**config.mk**
```make
export PLATFORM = sky130hd
export DESIGN_NAME = swpr_ctrl
export DESIGN_NICKNAME = d
export VERILOG_FILES = /design/src/rtl/core/swpr_pkg.sv /design/src/rtl/core/swpr_ctrl.sv
export SDC_FILE = /design/constraint.sdc
export NUM_CORES = 1
export LEC_CHECK = 0
export BUFFER_PORTS_ARGS = -buffer_cell sky130_fd_sc_hd__clkbuf_2
export CAP_MARGIN = 40
export CELL_PAD_IN_SITES_DETAIL_PLACEMENT = 0
export CELL_PAD_IN_SITES_GLOBAL_PLACEMENT = 1
export CORE_AREA = 2 2 39 41
export CTS_BUF_LIST = sky130_fd_sc_hd__clkbuf_4 sky130_fd_sc_hd__clkbuf_8 sky130_fd_sc_hd__clkbuf_16
export DETAILED_ROUTE_END_ITERATION = 6
export DIE_AREA = 0 0 41 43
export PLACE_DENSITY = 0.48
export SYNTH_ARGS = -nofsm -noshare
export SYNTH_HDL_FRONTEND = slang
export SYNTH_SLANG_ARGS = --single-unit
export TNS_END_PERCENT = 20
```
**constraint.sdc**
```tcl
create_clock -name clk -period 1.3 [get_ports clk]
set_clock_uncertainty 0.2 [all_clocks]
set_input_delay 0.065 -clock clk [delete_from_list [all_inputs] [get_ports clk]]
set_output_delay 0.065 -clock clk [all_outputs]
set_load 0.05 [all_outputs]
```
**src/rtl/core/swpr_pkg.sv**
```systemverilog
// ----------------------------------------------------------------------------
// swpr_pkg
// Shared constants and controller/datapath handshake types for the
// sliding window peak rate counter.
// ----------------------------------------------------------------------------
package swpr_pkg;

	// default sizing
	localparam int FIFO_DEPTH_DEF = 1024;
	localparam int STAMP_BITS_DEF = 40;

	// fixed field widths
	localparam int WIN_BITS   = 24;
	localparam int CLASS_BITS = 4;
	localparam int ERR_BITS   = 32;

	// window register value after reset
	localparam logic [WIN_BITS-1:0] WIN_RESET = 24'd60;

	// status class that counts as a server error
	localparam logic [CLASS_BITS-1:0] CLASS_SERVER_ERR = 4'd5;

	// commands from controller to datapath
	typedef struct packed {
		logic load;    // capture the input transaction
		logic pop;     // drop the oldest stamp, it lies outside the window
		logic push;    // store the new stamp
		logic finish;  // update peak and error count, load the result register
	} cmd_t;

	// status from datapath to controller
	typedef struct packed {
		logic evict;   // oldest stamp present and outside the window
	} stat_t;

endpackage

```
**src/rtl/core/swpr_ctrl.sv**
```systemverilog
// ----------------------------------------------------------------------------
// swpr_ctrl
// Controller state machine: accepts a transaction, steps the eviction loop
// one stamp per cycle, pushes, then hands the result to the output register.
// ----------------------------------------------------------------------------
module swpr_ctrl (
	input  logic              clk,
	input  logic              arst_n,
	input  logic              in_valid,
	output logic              in_ready,
	output logic              out_valid,
	input  logic              out_ready,
	input  swpr_pkg::stat_t   stat,
	output swpr_pkg::cmd_t    cmd
);

	localparam logic [1:0] ST_IDLE  = 2'd0;
	localparam logic [1:0] ST_CHECK = 2'd1;
	localparam logic [1:0] ST_FINAL = 2'd2;

	logic [1:0] state_q;
	logic [1:0] state_d;
	logic       out_valid_q;

	// next state and commands
	always_comb begin
		state_d    = state_q;
		cmd        = '0;
		in_ready   = 1'b0;
		case (state_q)
			ST_IDLE: begin
				in_ready = 1'b1;
				if (in_valid) begin
					cmd.load = 1'b1;
					state_d  = ST_CHECK;
				end
			end
			ST_CHECK: begin
				if (stat.evict) begin
					cmd.pop = 1'b1;
				end else begin
					cmd.push = 1'b1;
					state_d  = ST_FINAL;
				end
			end
			ST_FINAL: begin
				if (!out_valid_q || out_ready) begin
					cmd.finish = 1'b1;
					state_d    = ST_IDLE;
				end
			end
			default: begin
				state_d = ST_IDLE;
			end
		endcase
	end

	// state and result valid
	always_ff @(posedge clk or negedge arst_n) begin
		if (!arst_n) begin
			state_q     <= ST_IDLE;
			out_valid_q <= 1'b0;
		end else begin
			state_q     <= state_d;
			out_valid_q <= cmd.finish | (out_valid_q & ~out_ready);
		end
	end

	assign out_valid = out_valid_q;

	// the result register is only loaded when it is free or being drained
	a_finish_free: assert property (@(posedge clk) disable iff (!arst_n)
		cmd.finish |-> (!out_valid_q || out_ready))
		else $error("result overwritten while still pending");

endmodule

```
* Word level (Yosys, flattened, before mapping)
Index checks and enable logic that the tools add are counted.
Storage, ports and cells: register bits after elaboration 3, logic and storage cells 26, input port bits 5
Cells by class: bitwise gates (word level) 3, reduce and logical (&&, ||, !) cells 4, eq/ne operators 5, mux-type cells 12
Operators with widths (number):
- $mux W2 | 4
- $mux W1 | 7
- $ne A2 B2 Y1 const B | 3
- $pmux W2 S3 | 1
- $reduce_and A3 Y1 | 1
- $eq A2 B1 Y1 const B | 1
- $eq A2 B2 Y1 const B | 1
- $logic_not A2 Y1 | 1
- $and A1 B1 Y1 | 1
- $logic_not A1 Y1 | 1
- $logic_or A1 B1 Y1 | 1
- $not A1 Y1 | 1
- $or A1 B1 Y1 | 1

* Logic depth before layout (Yosys ltp)
Gate-level depths: netlist (run 1).
depth in word-level cells 5, gate-level depth with buffers 2, mapped depth without buffers 2

* Worst setup path before layout (run 1)
OpenSTA, ideal clock, no wires.
kind reg2out, start register state_q[1], end output port cmd[3] (netlist bit), cell stages (with the launch flop) 3, buffers on the path 0, slack -0.597 ns, data arrival time 1.632 ns, path through dfrtp_1 -> nor2_1 -> and2_1
RTL lines:
- from (decl) | RTL line swpr_ctrl.sv:21 | logic [1:0] state_q;
- from (signal assigned) | RTL line swpr_ctrl.sv:64 | state_q <= state_d;
- to (decl) | RTL line swpr_ctrl.sv:14 | output swpr_pkg::cmd_t cmd

==> flow_summary.json, run 1 <==
{
  "synth_area_per_cell_um2": 10.8,
  "status": "complete, but fails checks",
  "gr-total-overflow": 0,
  "synth_fa_ha_area_frac": 0,
  "rows": 14,
  "tightest_slew_ns": 0.275,
  "cp_data_required_time_ns": 1.03,
  "violations": "negative hold slack, negative setup slack",
  "rsz0062_at_grt": "yes",
  "drt_pass1_iterations": 2,
  "vias_per_cell": 3.39,
  "cts_hold_buffers": 4,
  "synth_cell_types": 10,
  "synth_warnings": 0,
  "critPathCaptureType": "output port",
  "wirelength_um": 415,
  "synth_seq_cells": 3,
  "cts_buffers": 3,
  "numClockSinks": 3,
  "fp.dieH_um": 43,
  "slew_headroom": 0.817,
  "htreeDepth": 1,
  "syn_inst": 14,
  "syn_area_um2": 151,
  "die_w_um": 41,
  "cp_cell_sequence": "nand2b_4, nor2b_4, buf_12",
  "dr_total_vias": 166,
  "crit_fanout": 5,
  "p_leak_nw": 0.189,
  "placedInstanceArea_um2": 259,
  "drc": 0,
  "antenna_left": 0,
  "fin_ws_ns": -0.0778,
  "setup_viol": 4,
  "coreArea_um2": 1380,
  "final_cells": 49,
  "die_area_um2": 1760,
  "start_kind": "flip-flop",
  "fin_area_um2": 390,
  "synthXorXnorAreaFrac": 0,
  "ios": 11,
  "synth-compound-area-share": 0.0496,
  "start_util": 0.109,
  "cap_violations": 0,
  "finalNetCount": 39,
  "powerDensity_nw_per_um2": 1540,
  "arrival_ns": 1.11,
  "path_clk_slew_ns": 0.04,
  "clk_path_buf_depth": 2,
  "hold_viol": 2,
  "synthSimpleGateAreaFrac": 0.388,
  "hold_ws_ns": -0.0565,
  "insertion_delay_ns": 0.23,
  "max_stage_delay_ns": 0.44,
  "drtIter0Drc": 1,
  "gr-usage-all-layers": 0.0633,
  "final_common_cell": "clkbuf_2",
  "grt_pass1_vias": 153,
  "gp_congestion": 0.618,
  "wl_per_cell_um": 8.47,
  "path_class": "flip-flop to output port",
  "slew_violations": 0,
  "final_cell_mix": "clkbuf_2 (5), clkbuf_4 (4), dlygate4sd3_1 (4)",
  "portBuffers": 10,
  "seq_area_frac_synth": 0.496,
  "synth.area.mux_share": 0.0661,
  "placed_cells": 40,
  "synth.net_count": 19,
  "diodes": 0,
  "fin_crit_ns": 1.38,
  "syn2layout_area_growth_pct": 158,
  "grt_antenna_before_repair": 0,
  "root_buffer": "clkbuf_4",
  "grt_max_degree": 6,
  "vdd_drop_max_uv": 634,
  "post-route-period-util": 1.06,
  "synth_top_family_by_area": "simple AND/OR/NAND/NOR gates",
  "grt_pass1_wl_um": 662,
  "drive_gt1_frac": 0.697,
  "min_path_type": "input port to flip-flop",
  "critPathSlowestCell": "dfrtp_2",
  "fmax_ghz": 0.726,
  "cts_tree": "built"
}
-- cells by family after synthesis --
family,count (synthesis)
AO/OA/AOI/OAI,1
flip-flops,3
multiplexers,1
AND/OR/NAND/NOR,9
-- final timing paths --
path	startpoint	end	slack, ns	cells past startpoint
setup reg to reg	state_q[1]$_DFFE_PN0P_	state_q[1]$_DFFE_PN0P_	0.19	2
hold reg to reg	out_valid$_DFF_PN0_	out_valid$_DFF_PN0_	0.33	2
hold / removal	out_ready	out_valid$_DFF_PN0_	-0.06	3
setup / recovery	state_q[0]$_DFFE_PN0P_	cmd[0]	-0.08	3
max in group asynchronous	arst_n	state_q[1]$_DFFE_PN0P_	0.23	3
min in group asynchronous	arst_n	state_q[0]$_DFFE_PN0P_	0.51	3
-- synthesized netlist by cell type, drive strengths merged --
master / number / area, um2
nor2b: 1 / 6.26
nand2: 1 / 3.75
and3b: 1 / 10.0
nand2b: 2 / 12.5
nor3b: 1 / 12.5
mux2i: 1 / 10.0
dfrtp: 3 / 75.1
o21bai: 1 / 7.51
nor2: 2 / 7.51
and2: 1 / 6.26
-- worst max-delay path: cells and delay by family, from the launching register on --
kind	cells	cell delay (ns)
and+or+nand+nor	2	0.30
buffers and inverters	1	0.14
DFF	1	0.44
-- layer usage --
metal  global-route usage  part of all wire
met5                    0                 0
met4               0.0200                 0
met3               0.0785              0.17
met2               0.0594              0.34
met1               0.0839              0.49
-- where the power goes --
group / total, mW / leakage, nW / internal (mW) / switching [mW]
logic: 0.280 / 0.134 / 0.129 / 0.150
registers: 0.139 / 0.0359 / 0.112 / 0.0264
clock network: 0.181 / 0.0184 / 0.136 / 0.0453
total: 0.599 / 0.189 / 0.377 / 0.222
-- state kept, by name, summed over array words and instances (netlist names) --
register	cells
state_q	2
out_valid	1
-- cell type report --
type | instances | area, um2
Timing Repair Buffer | 15 | 155
Multi-Input combinational cell | 11 | 108
Tap cell | 16 | 20.0
Fill cell | 142 | 993
Clock buffer | 4 | 30.0
Sequential cell | 3 | 77.6
-- repair_timing --
action | CTS | global route
resized for setup | 12 | 3
hold endpoints to repair | 6 | 2
setup endpoints to repair | 5 | 5
pin swaps | 2 | 0
buffers inserted | 0 | 1
-- stage by stage --
| step | util | worst slack (ns) | setup TNS [ns] | power [mW] | hold WS [ns] |
|---|---|---|---|---|---|
| final | 0.282 | -0.0778 | -0.265 | 0.599 | -0.0565 |
| after global routing | 0.282 | -0.126 | -0.472 | 0.632 | -0.0141 |
| after CTS | 0.275 | -0.103 | -0.350 | 0.597 | -0.0586 |
| after detailed placement | 0.187 | 0.0621 | 0 | 0.347 | -0.328 |
| after global placement | 0.187 | 0.0675 | 0 | 0.343 | -0.335 |
| after floorplan | - | -0.118 | -0.230 | 0.290 | -0.431 |
No activity file was read; power rests on OpenSTA's default activity.
==> inputs of run 2 (changes only) <==
- BUFFER_PORTS_ARGS: -buffer_cell sky130_fd_sc_hd__clkbuf_2 -> -buffer_cell sky130_fd_sc_hd__buf_2
- RECOVER_POWER: default -> 100
==> run 2 against run 1 <==
  * The flow still finishes with violations (negative hold slack, negative setup slack)
  * Die area is the same
  * Global-route usage grew 0.60 points
  * Largest power group unchanged
  * Hold slack lost 0.0074 ns
  * Register-to-register slack is essentially flat
  * Critical endpoint is now cmd[3]
  * Clock power is essentially flat
  * First-iteration DRC count shrank 100%
  * Sequential share of layout area grew 0.73 points
  * Final area shrank 3.5%
  * Wire length grew 12%
==> flow_summary.json, run 2 (synthesis gave the netlist of run 1 again) <==
{
  "status": "complete, but fails checks",
  "violations": "negative hold slack, negative setup slack",
  "grt_max_degree": 6,
  "root_buffer": "clkbuf_4",
  "p_sw_frac": 0.382,
  "p_sw_mw": 0.226,
  "regMostFlops": "state_q",
  "syn2layout_area_growth_pct": 149,
  "grt_pass1_vias": 171,
  "cts_tree": "built",
  "arrival_ns": 1.15,
  "wirelength_um": 464,
  "powerDensity_nw_per_um2": 1570,
  "area.sequential_um2": 77.6,
  "coreArea_um2": 1380,
  "multi_input_area_um2": 108,
  "htreeDepth": 1,
  "post-route-period-util": 1.09,
  "fmax_ghz": 0.707,
  "path_class": "flip-flop to output port",
  "final_cell_mix": "buf_2 (5), clkbuf_4 (4), dlygate4sd3_1 (4), buf_6 (3)",
  "finalNetCount": 40,
  "min_path_type": "input port to flip-flop",
  "hold_ws_ns": -0.0639,
  "portBuffers": 10,
  "vdd_drop_max_uv": 610,
  "cp_data_required_time_ns": 1.03,
  "drive_gt1_frac": 0.706,
  "power_frac_clock": 0.310,
  "hold_viol": 2,
  "rows": 14,
  "slew_headroom": 0.818,
  "clk_path_buf_depth": 2,
  "finalPower_mw": 0.592,
  "path_clk_slew_ns": 0.04,
  "tightest_slew_ns": 0.274,
  "start_util": 0.109,
  "fillers": 146,
  "dr_total_vias": 178,
  "grt_antenna_before_repair": 0,
  "die_w_um": 41,
  "ios": 11,
  "wl_per_cell_um": 9.28,
  "antenna_left": 0,
  "insertion_delay_ns": 0.23,
  "grt_pass1_wl_um": 731,
  "cap_violations": 0,
  "gp_congestion": 0.630,
  "diodes": 0,
  "drc": 0,
  "drt_pass1_iterations": 1,
  "final_common_cell": "buf_2",
  "drtIter0Drc": 0,
  "fin_crit_ns": 1.42,
  "critPathCaptureType": "output port",
  "fp.dieH_um": 43,
  "numClockSinks": 3,
  "start_kind": "flip-flop",
  "vias_per_cell": 3.56,
  "cts_buffers": 3,
  "setup_viol": 5,
  "die_area_um2": 1760,
  "largest_register_ffs": 2,
  "p_leak_nw": 0.186,
  "rsz0062_at_grt": "yes",
  "p_seq_frac": 0.232,
  "gr-total-overflow": 0,
  "slew_violations": 0,
  "p_comb_frac": 0.458,
  "gr-usage-all-layers": 0.0693,
  "internal_power_mw": 0.366,
  "fin_ws_ns": -0.115,
  "crit_fanout": 5
}
## run 2: cell count changes in the layout (fill, tap and decap cells not counted)
cell | previous run | this run
buf_12 | 1 | 0
buf_4 | 2 | 1
clkbuf_16 | 1 | 0
clkbuf_2 | 5 | 1
buf_6 | 0 | 3
buf_2 | 0 | 5
## run 2: metal layers
layer,up-vias,share of wire,GRT usage
met1,79,0.41,0.0806
li1,86,-,-
met4,0,0,0.0400
met3,0,0.14,0.0628
met5,-,0,0
met2,13,0.44,0.0813
## run 2: layout make-up
class                           instances  share of cell area
Timing Repair Buffer                   16               0.375
Multi-Input combinational cell         11               0.286
Sequential cell                         3               0.206
Clock buffer                            4              0.0797
Tap cell                               16              0.0532
## run 2: power groups by stage
| stage | Clock, mW | Sequential, mW | Combinational (mW) |
|---|---|---|---|
| floorplan | 0 | 0.153 | 0.137 |
| global route | 0.200 | 0.141 | 0.285 |
| finish | 0.184 | 0.137 | 0.271 |
| global placement | 0 | 0.129 | 0.217 |
| detailed placement | 0 | 0.131 | 0.220 |
| CTS | 0.194 | 0.135 | 0.267 |
## run 2: through the flow
step / TNS, ns / cells / utilization / worst slack, ns / area, um2
floorplan: -0.230 / 14 / - / -0.118 / 174
CTS: -0.501 / 49 / 0.261 / -0.123 / 362
global route: -0.710 / 50 / 0.272 / -0.168 / 377
global placement: 0 / 42 / 0.187 / 0.0349 / 259
finish: -0.437 / 50 / 0.272 / -0.115 / 377
detailed placement: 0 / 42 / 0.187 / 0.00247 / 259
## run 2: what timing repair did
| item | 4_1_cts | 5_1_grt |
|---|---|---|
| setup buffers | 0 | 0 |
| endpoints found under the setup margin | 5 | 5 |
| pin swaps | 1 | 0 |
| hold buffers | 3 | 1 |
| resized for setup | 13 | 2 |
| hold endpoints to repair | 6 | 3 |
## run 2: worst max-delay path, cell delays in order, from the launching register on
cell and delay, ns:
dfrtp_2 0.43, buf_6 0.13, nor2_4 0.07, and2_4 0.15
buf_8 0.14
## run 2: worst paths after layout
path | slack, ns | to | startpoint | cells past startpoint
setup / recovery | -0.12 | cmd[3] | state_q[0]$_DFFE_PN0P_ | 4
hold / removal | -0.06 | out_valid$_DFF_PN0_ | out_ready | 3
setup reg to reg | 0.19 | state_q[1]$_DFFE_PN0P_ | state_q[1]$_DFFE_PN0P_ | 2
hold reg to reg | 0.32 | out_valid$_DFF_PN0_ | out_valid$_DFF_PN0_ | 2
max in group asynchronous | 0.23 | state_q[0]$_DFFE_PN0P_ | arst_n | 3
min in group asynchronous | 0.50 | out_valid$_DFF_PN0_ | arst_n | 3
